**config.mk**
```make
export PLATFORM = sky130hd
export DESIGN_NAME = mutual_exclusion_node_top_flat
export DESIGN_NICKNAME = d
export VERILOG_FILES = /design/src/hdl/mexn_pkg.sv /design/src/hdl/mexn_if.sv /design/src/hdl/mutual_exclusion_node_top.sv /design/src/flat_wrapper.sv
export SDC_FILE = /design/constraint.sdc
export NUM_CORES = 1
export LEC_CHECK = 0
export BUFFER_PORTS_ARGS = -buffer_cell sky130_fd_sc_hd__buf_2
export CORE_MARGIN = 1.5
export CORE_UTILIZATION = 50
export CTS_BUF_LIST = sky130_fd_sc_hd__clkbuf_4 sky130_fd_sc_hd__clkbuf_8
export DETAILED_ROUTE_END_ITERATION = 7
export GPL_ROUTABILITY_DRIVEN = 0
export PLACE_DENSITY = 0.67
export SLEW_MARGIN = 10
export SYNTH_ARGS = -nofsm -noshare
export SYNTH_HDL_FRONTEND = slang
export SYNTH_SLANG_ARGS = --single-unit
export TNS_END_PERCENT = 30
```
**constraint.sdc**
```tcl
create_clock -name clk_i -period 4.4 [get_ports clk_i]
set_clock_uncertainty 0.05 [all_clocks]
set_input_delay 0.88 -clock clk_i [delete_from_list [all_inputs] [get_ports clk_i]]
set_output_delay 0.88 -clock clk_i [all_outputs]
set_load 0.1 [all_outputs]
```
**src/hdl/mexn_pkg.sv**
```systemverilog
// mexn_pkg: shared types and codes for the mutual-exclusion node
// no dependencies; compiled before the interfaces and the top level

package mexn_pkg;

  localparam int unsigned FUNC_W = 2;
  localparam int unsigned NODE_W = 3;
  localparam int unsigned DIR_W  = 2;
  localparam int unsigned NODE_IDS = 1 << NODE_W;

  // configuration port
  localparam int unsigned CFG_IDX_W  = 2;
  localparam int unsigned CFG_DATA_W = 4;
  localparam int unsigned CNT_CFG_W  = 4;

  localparam logic [CFG_IDX_W-1:0] CFG_DIRECTION_MODE = 2'd0;
  localparam logic [CFG_IDX_W-1:0] CFG_OWN_NODE       = 2'd1;
  localparam logic [CFG_IDX_W-1:0] CFG_NODE_COUNT     = 2'd2;

  localparam logic [CNT_CFG_W-1:0] NODE_COUNT_RST = 4'd2;

  // event codes
  localparam logic [FUNC_W-1:0] FUNC_REQUEST = 2'd0;
  localparam logic [FUNC_W-1:0] FUNC_LEAVE   = 2'd1;
  localparam logic [FUNC_W-1:0] FUNC_PEER    = 2'd2;
  localparam logic [FUNC_W-1:0] FUNC_ACK     = 2'd3;

  // message kinds
  localparam logic MSG_BROADCAST = 1'b0;
  localparam logic MSG_ACK       = 1'b1;

  typedef enum logic [1:0] {
    ST_IDLE,
    ST_EXEC,
    ST_DRAIN_RD,
    ST_DRAIN_WR
  } state_e;

endpackage

```
**src/hdl/mexn_if.sv**
```systemverilog
// mexn_in_if / mexn_out_if: valid/ready channels for events and messages
// depends on mexn_pkg

interface mexn_in_if;
  import mexn_pkg::*;

  logic              valid;
  logic              ready;
  logic [FUNC_W-1:0] func;
  logic [NODE_W-1:0] peer_node;
  logic [DIR_W-1:0]  peer_direction;
  logic [DIR_W-1:0]  own_direction;

  modport source (
    output valid, func, peer_node, peer_direction, own_direction,
    input  ready
  );

  modport sink (
    input  valid, func, peer_node, peer_direction, own_direction,
    output ready
  );
endinterface

interface mexn_out_if;
  import mexn_pkg::*;

  logic              valid;
  logic              ready;
  logic              message_kind;
  logic [NODE_W-1:0] target_node;
  logic [DIR_W-1:0]  message_direction;
  logic              last_message;

  modport source (
    output valid, message_kind, target_node, message_direction, last_message,
    input  ready
  );

  modport sink (
    input  valid, message_kind, target_node, message_direction, last_message,
    output ready
  );
endinterface

```
**src/hdl/mutual_exclusion_node_top.sv**
```systemverilog
// mutual_exclusion_node_top: one node of a request/acknowledge mutual-exclusion scheme
// depends on mexn_pkg and mexn_if (mexn_in_if, mexn_out_if)
// one event at a time: accept, a decision state, then for a drain a read state and
// one acknowledgement per cycle from the deferred memory while the output is not
// stalled; ready only when idle
// async active-low reset clears control state; the deferred memory needs no clearing

module mutual_exclusion_node_top #(
  parameter int unsigned MAX_NODES = 8
) (
  input  logic                             clk_i,
  input  logic                             rst_ni,
  input  logic                             cfg_we_i,
  input  logic [mexn_pkg::CFG_IDX_W-1:0]   cfg_index_i,
  input  logic [mexn_pkg::CFG_DATA_W-1:0]  cfg_data_i,
  mexn_in_if.sink                          req_i,
  mexn_out_if.source                       res_o
);
  import mexn_pkg::*;

  localparam int unsigned CW = $clog2(MAX_NODES + 1);
  localparam int unsigned AW = $clog2(MAX_NODES);

  state_e state_q, state_d;

  // configuration
  logic                 dir_mode_q;
  logic [NODE_W-1:0]    own_node_q;
  logic [CNT_CFG_W-1:0] node_count_q;

  // latched event
  logic [FUNC_W-1:0] func_q;
  logic [NODE_W-1:0] peer_q;
  logic [DIR_W-1:0]  pdir_q;
  logic [DIR_W-1:0]  odir_q;

  // protocol state
  logic [CW-1:0]        count_q, count_d;
  logic [NODE_IDS-1:0]  marks_q, marks_d;
  logic [MAX_NODES-1:0] awaited_q, awaited_d;
  logic                 in_sec_q, in_sec_d;
  logic                 waiting_q, waiting_d;
  logic [CW-1:0]        idx_q, idx_d;

  // deferred memory
  logic [NODE_W-1:0] mem [MAX_NODES];
  logic [NODE_W-1:0] rd_data_q;
  logic              mem_we;
  logic              rd_en;
  logic [AW-1:0]     rd_addr;

  // output register
  logic              out_valid_q;
  logic              out_kind_q;
  logic [NODE_W-1:0] out_target_q;
  logic [DIR_W-1:0]  out_dir_q;
  logic              out_last_q;
  logic              load;
  logic              load_kind;
  logic [NODE_W-1:0] load_target;
  logic [DIR_W-1:0]  load_dir;
  logic              load_last;

  // decisions on the latched event
  logic                 idle_node;
  logic                 imm_ack;
  logic                 can_queue;
  logic [CW-1:0]        count_after;
  logic                 drain_go;
  logic                 drain_start;
  logic                 out_free;
  logic [CW-1:0]        idx_plus1;
  logic                 drain_last;
  logic [MAX_NODES-1:0] req_mask;
  logic [MAX_NODES-1:0] awaited_clr;

  assign idle_node   = !in_sec_q && !waiting_q;
  assign imm_ack     = (func_q == FUNC_PEER) && dir_mode_q && (peer_q != own_node_q) &&
                       (count_q == '0) && (odir_q == pdir_q);
  assign can_queue   = (func_q == FUNC_PEER) && !imm_ack && !marks_q[peer_q] &&
                       (count_q != CW'(MAX_NODES));
  assign count_after = can_queue ? count_q + CW'(1) : count_q;
  assign drain_go    = (func_q == FUNC_LEAVE) ||
                       ((func_q == FUNC_PEER) && !imm_ack &&
                        (idle_node || ((peer_q == own_node_q) && waiting_q)));
  assign drain_start = drain_go && (count_after != '0);
  assign out_free    = !out_valid_q || res_o.ready;
  assign idx_plus1   = idx_q + CW'(1);
  assign drain_last  = (idx_plus1 == count_q);

  always_comb begin
    for (int i = 0; i < MAX_NODES; i++) begin
      req_mask[i]    = (i < int'(node_count_q));
      awaited_clr[i] = awaited_q[i] && (i != int'(peer_q));
    end
  end

  // next state
  always_comb begin
    state_d = state_q;
    unique case (state_q)
      ST_IDLE: begin
        if (req_i.valid) state_d = ST_EXEC;
      end
      ST_EXEC: begin
        if (out_free) state_d = drain_start ? ST_DRAIN_RD : ST_IDLE;
      end
      ST_DRAIN_RD: begin
        state_d = ST_DRAIN_WR;
      end
      ST_DRAIN_WR: begin
        if (out_free && drain_last) state_d = ST_IDLE;
      end
      default: begin
        state_d = ST_IDLE;
      end
    endcase
  end

  // sequencer outputs and state updates
  always_comb begin
    count_d     = count_q;
    marks_d     = marks_q;
    awaited_d   = awaited_q;
    in_sec_d    = in_sec_q;
    waiting_d   = waiting_q;
    idx_d       = idx_q;
    mem_we      = 1'b0;
    rd_en       = 1'b0;
    rd_addr     = idx_q[AW-1:0];
    load        = 1'b0;
    load_kind   = MSG_ACK;
    load_target = peer_q;
    load_dir    = '0;
    load_last   = 1'b1;
    unique case (state_q)
      ST_IDLE: begin
      end
      ST_EXEC: begin
        if (out_free) begin
          idx_d = '0;
          case (func_q)
            FUNC_REQUEST: begin
              if (idle_node) begin
                waiting_d   = 1'b1;
                awaited_d   = req_mask;
                load        = 1'b1;
                load_kind   = MSG_BROADCAST;
                load_target = own_node_q;
                load_dir    = odir_q;
              end
            end
            FUNC_LEAVE: begin
              in_sec_d = 1'b0;
            end
            FUNC_PEER: begin
              if (imm_ack) load = 1'b1;
              if (can_queue) begin
                mem_we  = 1'b1;
                count_d = count_after;
                marks_d = marks_q | (NODE_IDS'(1) << peer_q);
              end
            end
            default: begin
              awaited_d = awaited_clr;
              if ((awaited_clr == '0) && waiting_q) begin
                waiting_d = 1'b0;
                in_sec_d  = 1'b1;
              end
            end
          endcase
        end
      end
      ST_DRAIN_RD: begin
        rd_en = 1'b1;
      end
      ST_DRAIN_WR: begin
        if (out_free) begin
          load        = 1'b1;
          load_target = rd_data_q;
          load_last   = drain_last;
          if (drain_last) begin
            count_d = '0;
            marks_d = '0;
          end else begin
            idx_d   = idx_plus1;
            rd_en   = 1'b1;
            rd_addr = idx_plus1[AW-1:0];
          end
        end
      end
      default: begin
      end
    endcase
  end

  assign req_i.ready = (state_q == ST_IDLE);

  always_ff @(posedge clk_i or negedge rst_ni) begin
    if (!rst_ni) begin
      state_q      <= ST_IDLE;
      dir_mode_q   <= 1'b0;
      own_node_q   <= '0;
      node_count_q <= NODE_COUNT_RST;
      count_q      <= '0;
      marks_q      <= '0;
      awaited_q    <= '0;
      in_sec_q     <= 1'b0;
      waiting_q    <= 1'b0;
      idx_q        <= '0;
      out_valid_q  <= 1'b0;
    end else begin
      state_q   <= state_d;
      count_q   <= count_d;
      marks_q   <= marks_d;
      awaited_q <= awaited_d;
      in_sec_q  <= in_sec_d;
      waiting_q <= waiting_d;
      idx_q     <= idx_d;
      if (load) begin
        out_valid_q <= 1'b1;
      end else if (res_o.ready) begin
        out_valid_q <= 1'b0;
      end
      if (cfg_we_i) begin
        unique case (cfg_index_i)
          CFG_DIRECTION_MODE: dir_mode_q   <= cfg_data_i[0];
          CFG_OWN_NODE:       own_node_q   <= cfg_data_i[NODE_W-1:0];
          CFG_NODE_COUNT:     node_count_q <= cfg_data_i[CNT_CFG_W-1:0];
          default: begin
          end
        endcase
      end
    end
  end

  // event and message payload
  always_ff @(posedge clk_i) begin
    if (req_i.valid && req_i.ready) begin
      func_q <= req_i.func;
      peer_q <= req_i.peer_node;
      pdir_q <= req_i.peer_direction;
      odir_q <= req_i.own_direction;
    end
    if (load) begin
      out_kind_q   <= load_kind;
      out_target_q <= load_target;
      out_dir_q    <= load_dir;
      out_last_q   <= load_last;
    end
  end

  // deferred list
  always_ff @(posedge clk_i) begin
    if (mem_we) mem[count_q[AW-1:0]] <= peer_q;
    if (rd_en) rd_data_q <= mem[rd_addr];
  end

  assign res_o.valid             = out_valid_q;
  assign res_o.message_kind      = out_kind_q;
  assign res_o.target_node       = out_target_q;
  assign res_o.message_direction = out_dir_q;
  assign res_o.last_message      = out_last_q;

  a_count_matches_marks: assert property (@(posedge clk_i) disable iff (!rst_ni)
    $countones(marks_q) == int'(count_q))
    else $error("deferred count and marks disagree");

  a_not_waiting_in_section: assert property (@(posedge clk_i) disable iff (!rst_ni)
    !(in_sec_q && waiting_q))
    else $error("waiting while in the section");

  a_drain_nonempty: assert property (@(posedge clk_i) disable iff (!rst_ni)
    (state_q == ST_DRAIN_WR) |-> (count_q != '0) && (idx_q < count_q))
    else $error("drain beyond deferred entries");

  a_leave_done_empty: assert property (@(posedge clk_i) disable iff (!rst_ni)
    (state_q == ST_DRAIN_WR && out_free && drain_last) |=> (count_q == '0))
    else $error("deferred list not emptied after drain");

endmodule

```
**src/flat_wrapper.sv**
```systemverilog
// flat-port wrapper written by rule: the top's interface ports become plain ports
module mutual_exclusion_node_top_flat import mexn_pkg::*;
#(
  parameter int unsigned MAX_NODES = 8
)
  (clk_i, rst_ni, cfg_we_i, cfg_index_i, cfg_data_i, req_i_valid, req_i_func, req_i_peer_node, req_i_peer_direction, req_i_own_direction, req_i_ready, res_o_valid, res_o_message_kind, res_o_target_node, res_o_message_direction, res_o_last_message, res_o_ready);
  mexn_in_if req_i_i ();
  mexn_out_if res_o_i ();
  input  logic clk_i;
  input  logic rst_ni;
  input  logic cfg_we_i;
  input  logic [mexn_pkg::CFG_IDX_W-1:0] cfg_index_i;
  input  logic [mexn_pkg::CFG_DATA_W-1:0] cfg_data_i;
  input wire logic [$bits(req_i_i.valid)-1:0] req_i_valid;
  input wire logic [$bits(req_i_i.func)-1:0] req_i_func;
  input wire logic [$bits(req_i_i.peer_node)-1:0] req_i_peer_node;
  input wire logic [$bits(req_i_i.peer_direction)-1:0] req_i_peer_direction;
  input wire logic [$bits(req_i_i.own_direction)-1:0] req_i_own_direction;
  output wire logic [$bits(req_i_i.ready)-1:0] req_i_ready;
  output wire logic [$bits(res_o_i.valid)-1:0] res_o_valid;
  output wire logic [$bits(res_o_i.message_kind)-1:0] res_o_message_kind;
  output wire logic [$bits(res_o_i.target_node)-1:0] res_o_target_node;
  output wire logic [$bits(res_o_i.message_direction)-1:0] res_o_message_direction;
  output wire logic [$bits(res_o_i.last_message)-1:0] res_o_last_message;
  input wire logic [$bits(res_o_i.ready)-1:0] res_o_ready;
  assign req_i_i.valid = req_i_valid;
  assign req_i_i.func = req_i_func;
  assign req_i_i.peer_node = req_i_peer_node;
  assign req_i_i.peer_direction = req_i_peer_direction;
  assign req_i_i.own_direction = req_i_own_direction;
  assign req_i_ready = req_i_i.ready;
  assign res_o_valid = res_o_i.valid;
  assign res_o_message_kind = res_o_i.message_kind;
  assign res_o_target_node = res_o_i.target_node;
  assign res_o_message_direction = res_o_i.message_direction;
  assign res_o_last_message = res_o_i.last_message;
  assign res_o_i.ready = res_o_ready;
  mutual_exclusion_node_top #(.MAX_NODES(MAX_NODES)) u_core (.clk_i(clk_i), .rst_ni(rst_ni), .cfg_we_i(cfg_we_i), .cfg_index_i(cfg_index_i), .cfg_data_i(cfg_data_i), .req_i(req_i_i), .res_o(res_o_i));
endmodule
```
==> reports/results.ini <==
[outcome]
status = finished clean

[clock_network]
cts-root-buf = clkbuf_8
h-tree-depth = 3
post_cts_resized = 0
cts_setup_buffers = 0
cts_sinks = 80
hold_buffers = 0
clk_latency_ns = 0.35
cts_tree = done
cts_buffers = 9
clk_pin_slew_worst_paths_ns = 0.08
clk_path_buf_depth = 2

[synthesis]
synth.net_count = 360
synthArstFlopShare_pct = 46.3
synthesis.area_um2 = 4110
postSynthCellCount = 334
synth_edf_count = 43
synth_seq_cells = 80
syn_avg_cell_area_um2 = 12.3
ys_seq_area_share_pct = 54.0
synth_top_flop_cell = edfxtp_1
yosysWarnings = 0
synth_cell_type_count = 62

[detailed_routing]
avgViaCountPerCell = 5.90
wl_per_cell_um = 18.1
routed_wl_mm = 8.40
drt_iter0_markers = 256
drc = 0
drtPass1Iterations = 6
ant_nets = 0
num_vias = 2736

[grt]
grt_max_degree = 38
grt_pass1_wl_mm = 14.1
grt_usage_pct = 21.6
grt-ovfl-total = 0
first_global_vias = 2750
antenna_found_initial = 0

[sta]
maxSlewViolCount = 0
max_slew_margin_pct = 32.1
hold_violations = 0
setup_viol_count_final = 0
fin_ws_ns = 1.23
min_period_over_period_pct = 72.1
rsz0062_at_grt = no
tns_ns = 0
worst_pin_slew_ns = 1.01
max_freq_mhz = 315
period_minus_slack_ns = 3.17

[power_and_ir_drop]
netSwitchingFraction_pct = 40.6
p_int_w = 0.00161
p_switching_w = 0.00110
clkPwrFrac_pct = 19.4
power.density_nw_per_um2 = 603
comb_power_share_pct = 37.2
seqPwrFrac_pct = 43.4
finalPower_w = 0.00271
leakage_nw = 1.79
ir_drop_mv = 0.301

[placed_design]
port_buffers = 28
dp_hpwl_mm = 6.15
place_ws_ns = 1.04
dp.cells = 448

[final_layout]
final_cells = 464
n_antenna_cell = 0
syn2layout_area_growth_pct = 9.32
fin_util_pct = 57.2
drive_gt1_share_pct = 21.0
nets = 383

[setup_path]
crit_path_end_kind = flip-flop
crit_buf_inv = 1
critPathTopFamily = simple AND/OR/NAND/NOR gates
reg2reg_to = u_core.res_o.target_node[2]$_DFFE_PP_
critPathCapture = u_core.res_o.target_node[2]$_DFFE_PP_
crit_required_ns = 4.32
max_stage_delay_ns = 0.79
crit_slowest_cell = o21ai_0
rrSetupSlack_ns = 1.23
arrival_ns = 3.09
r2r_cells = 8
cp.depth = 8
critical_path_class = reg2reg
worstSetupStartpoint = u_core.count_q[1]$_DFFE_PN0P_
reg2reg_from = u_core.count_q[1]$_DFFE_PN0P_
cp-start-kind = flip-flop
worst-path-max-fanout = 14
path_cells = inv_1, ha_1, nor2b_1, nand3_1, or4_1, nor2_1, nor2_1, o21ai_0
cp_common_cell = nor2_1

[die]
die_y_um = 93.6
die_area_um2 = 8770
row_count = 32
start_util_pct = 52.3
pin_count = 29
fp.dieW_um = 93.6
core-area_um2 = 7850

[job]
drv_cap = 0

[hold_path]
worstHoldPathType = reg2reg

==> sequential cells by signal, summed over array words and instances (netlist names), 3 cells and up, named ones only <==
signal,count
u_core.awaited_q,8
u_core.count_q,4
u_core.idx_q,4
u_core.marks_q,8
u_core.mem,24
u_core.node_count_q,4
u_core.own_node_q,3
u_core.peer_q,3
u_core.rd_data_q,3
u_core.res_o.target_node,3
==> power by group through the flow <==
stage / Clock, W / Combinational, W / Sequential, W
2_1_floorplan: 0 / 0.000686 / 0.00128
3_3_place_gp: 0 / 0.000989 / 0.00119
3_5_place_dp: 0 / 0.00101 / 0.00119
4_1_cts: 0.000540 / 0.00102 / 0.00118
5_1_grt: 0.000571 / 0.00110 / 0.00121
6_report: 0.000527 / 0.00101 / 0.00117
==> worst min-delay path by stage <==
stage / start / end / slack (ns) / depth (start not counted)
after global placement: u_core.marks_q[6]$_DFFE_PN0P_ / u_core.marks_q[6]$_DFFE_PN0P_ / 0.42 / 2
after detailed placement: u_core.marks_q[6]$_DFFE_PN0P_ / u_core.marks_q[6]$_DFFE_PN0P_ / 0.43 / 2
final: u_core.marks_q[6]$_DFFE_PN0P_ / u_core.marks_q[6]$_DFFE_PN0P_ / 0.44 / 2
after global routing: u_core.marks_q[1]$_DFFE_PN0P_ / u_core.marks_q[1]$_DFFE_PN0P_ / 0.47 / 1
after CTS: u_core.marks_q[6]$_DFFE_PN0P_ / u_core.marks_q[6]$_DFFE_PN0P_ / 0.44 / 2
after floorplan: u_core.marks_q[6]$_DFFE_PN0P_ / u_core.marks_q[6]$_DFFE_PN0P_ / 0.40 / 2
==> cell usage after synthesis, types with 3 or more instances <==
master | n | area (um^2)
dfrtp_1 | 36 | 901
mux2i_1 | 12 | 120
a31oi_1 | 4 | 25.0
inv_1 | 12 | 45.0
nor2_1 | 21 | 78.8
nor3_1 | 10 | 50.1
mux4_2 | 12 | 270
ha_1 | 6 | 75.1
a22o_1 | 7 | 61.3
a21oi_1 | 11 | 55.1
clkbuf_1 | 6 | 22.5
nand2_1 | 20 | 75.1
o21ai_0 | 27 | 135
nor3b_1 | 5 | 37.5
nand2b_1 | 3 | 18.8
and3_1 | 3 | 18.8
mux2_2 | 10 | 113
o21ai_1 | 3 | 15.0
o31ai_1 | 3 | 22.5
nor2b_1 | 5 | 31.3
a21o_1 | 4 | 30.0
and2_1 | 4 | 25.0
buf_2 | 7 | 35.0
xor2_1 | 8 | 70.1
edfxtp_1 | 43 | 1290
nand3_1 | 6 | 30.0
==> metal layers <==
metal	global-route usage, %	wire length [um]	part of all wire, %
met1	27.4	3630	43
met2	36.5	4480	53
met3	5.12	230	2.7
met4	6.59	68	0.81
met5	0	0	0
==> final cells by class <==
class / instances / area, um^2
multi-input combinational: 223 / 1750
fill: 694 / 3360
clock buffer: 11 / 139
timing repair buffer: 29 / 148
clock inverter: 5 / 57.6
sequential: 80 / 2220
inverter: 14 / 52.6
tap: 102 / 128
==> tightest hold or removal path, delay by kind of cell (launching register included) <==
kind	cells	cell delay (ns)
flops	1	0.35
compound gates	1	0.06
simple gates	1	0.05
==> metrics by stage <==
step           hold WS, ns  area [um^2]
2_1_floorplan        0.400         4110
3_3_place_gp         0.422         4290
3_5_place_dp         0.426         4290
4_1_cts              0.444         4490
5_1_grt              0.472         4490
6_report             0.441         4490
==> cell usage in the layout, fill, tap and decap left out, drive strengths merged, types with 12 or more instances in the layout <==
cell type,n
buf,29
dfrtp,36
edfxtp,43
inv,14
mux2i,12
mux4,12
nand2,20
nor2,21
o21ai,30
==> cell families after synthesis <==
group	after synthesis	synth area share [%]
xor gates and xnor gates	12	3.53
AOI/OAI and AO/OA	78	12.7
buffers and inverters	31	3.44
and+or+nand+nor	92	11.9
adders and majority gates	6	1.83
muxes	35	12.5
DFF	80	54.0
No activity file was read; power rests on OpenSTA's default activity.
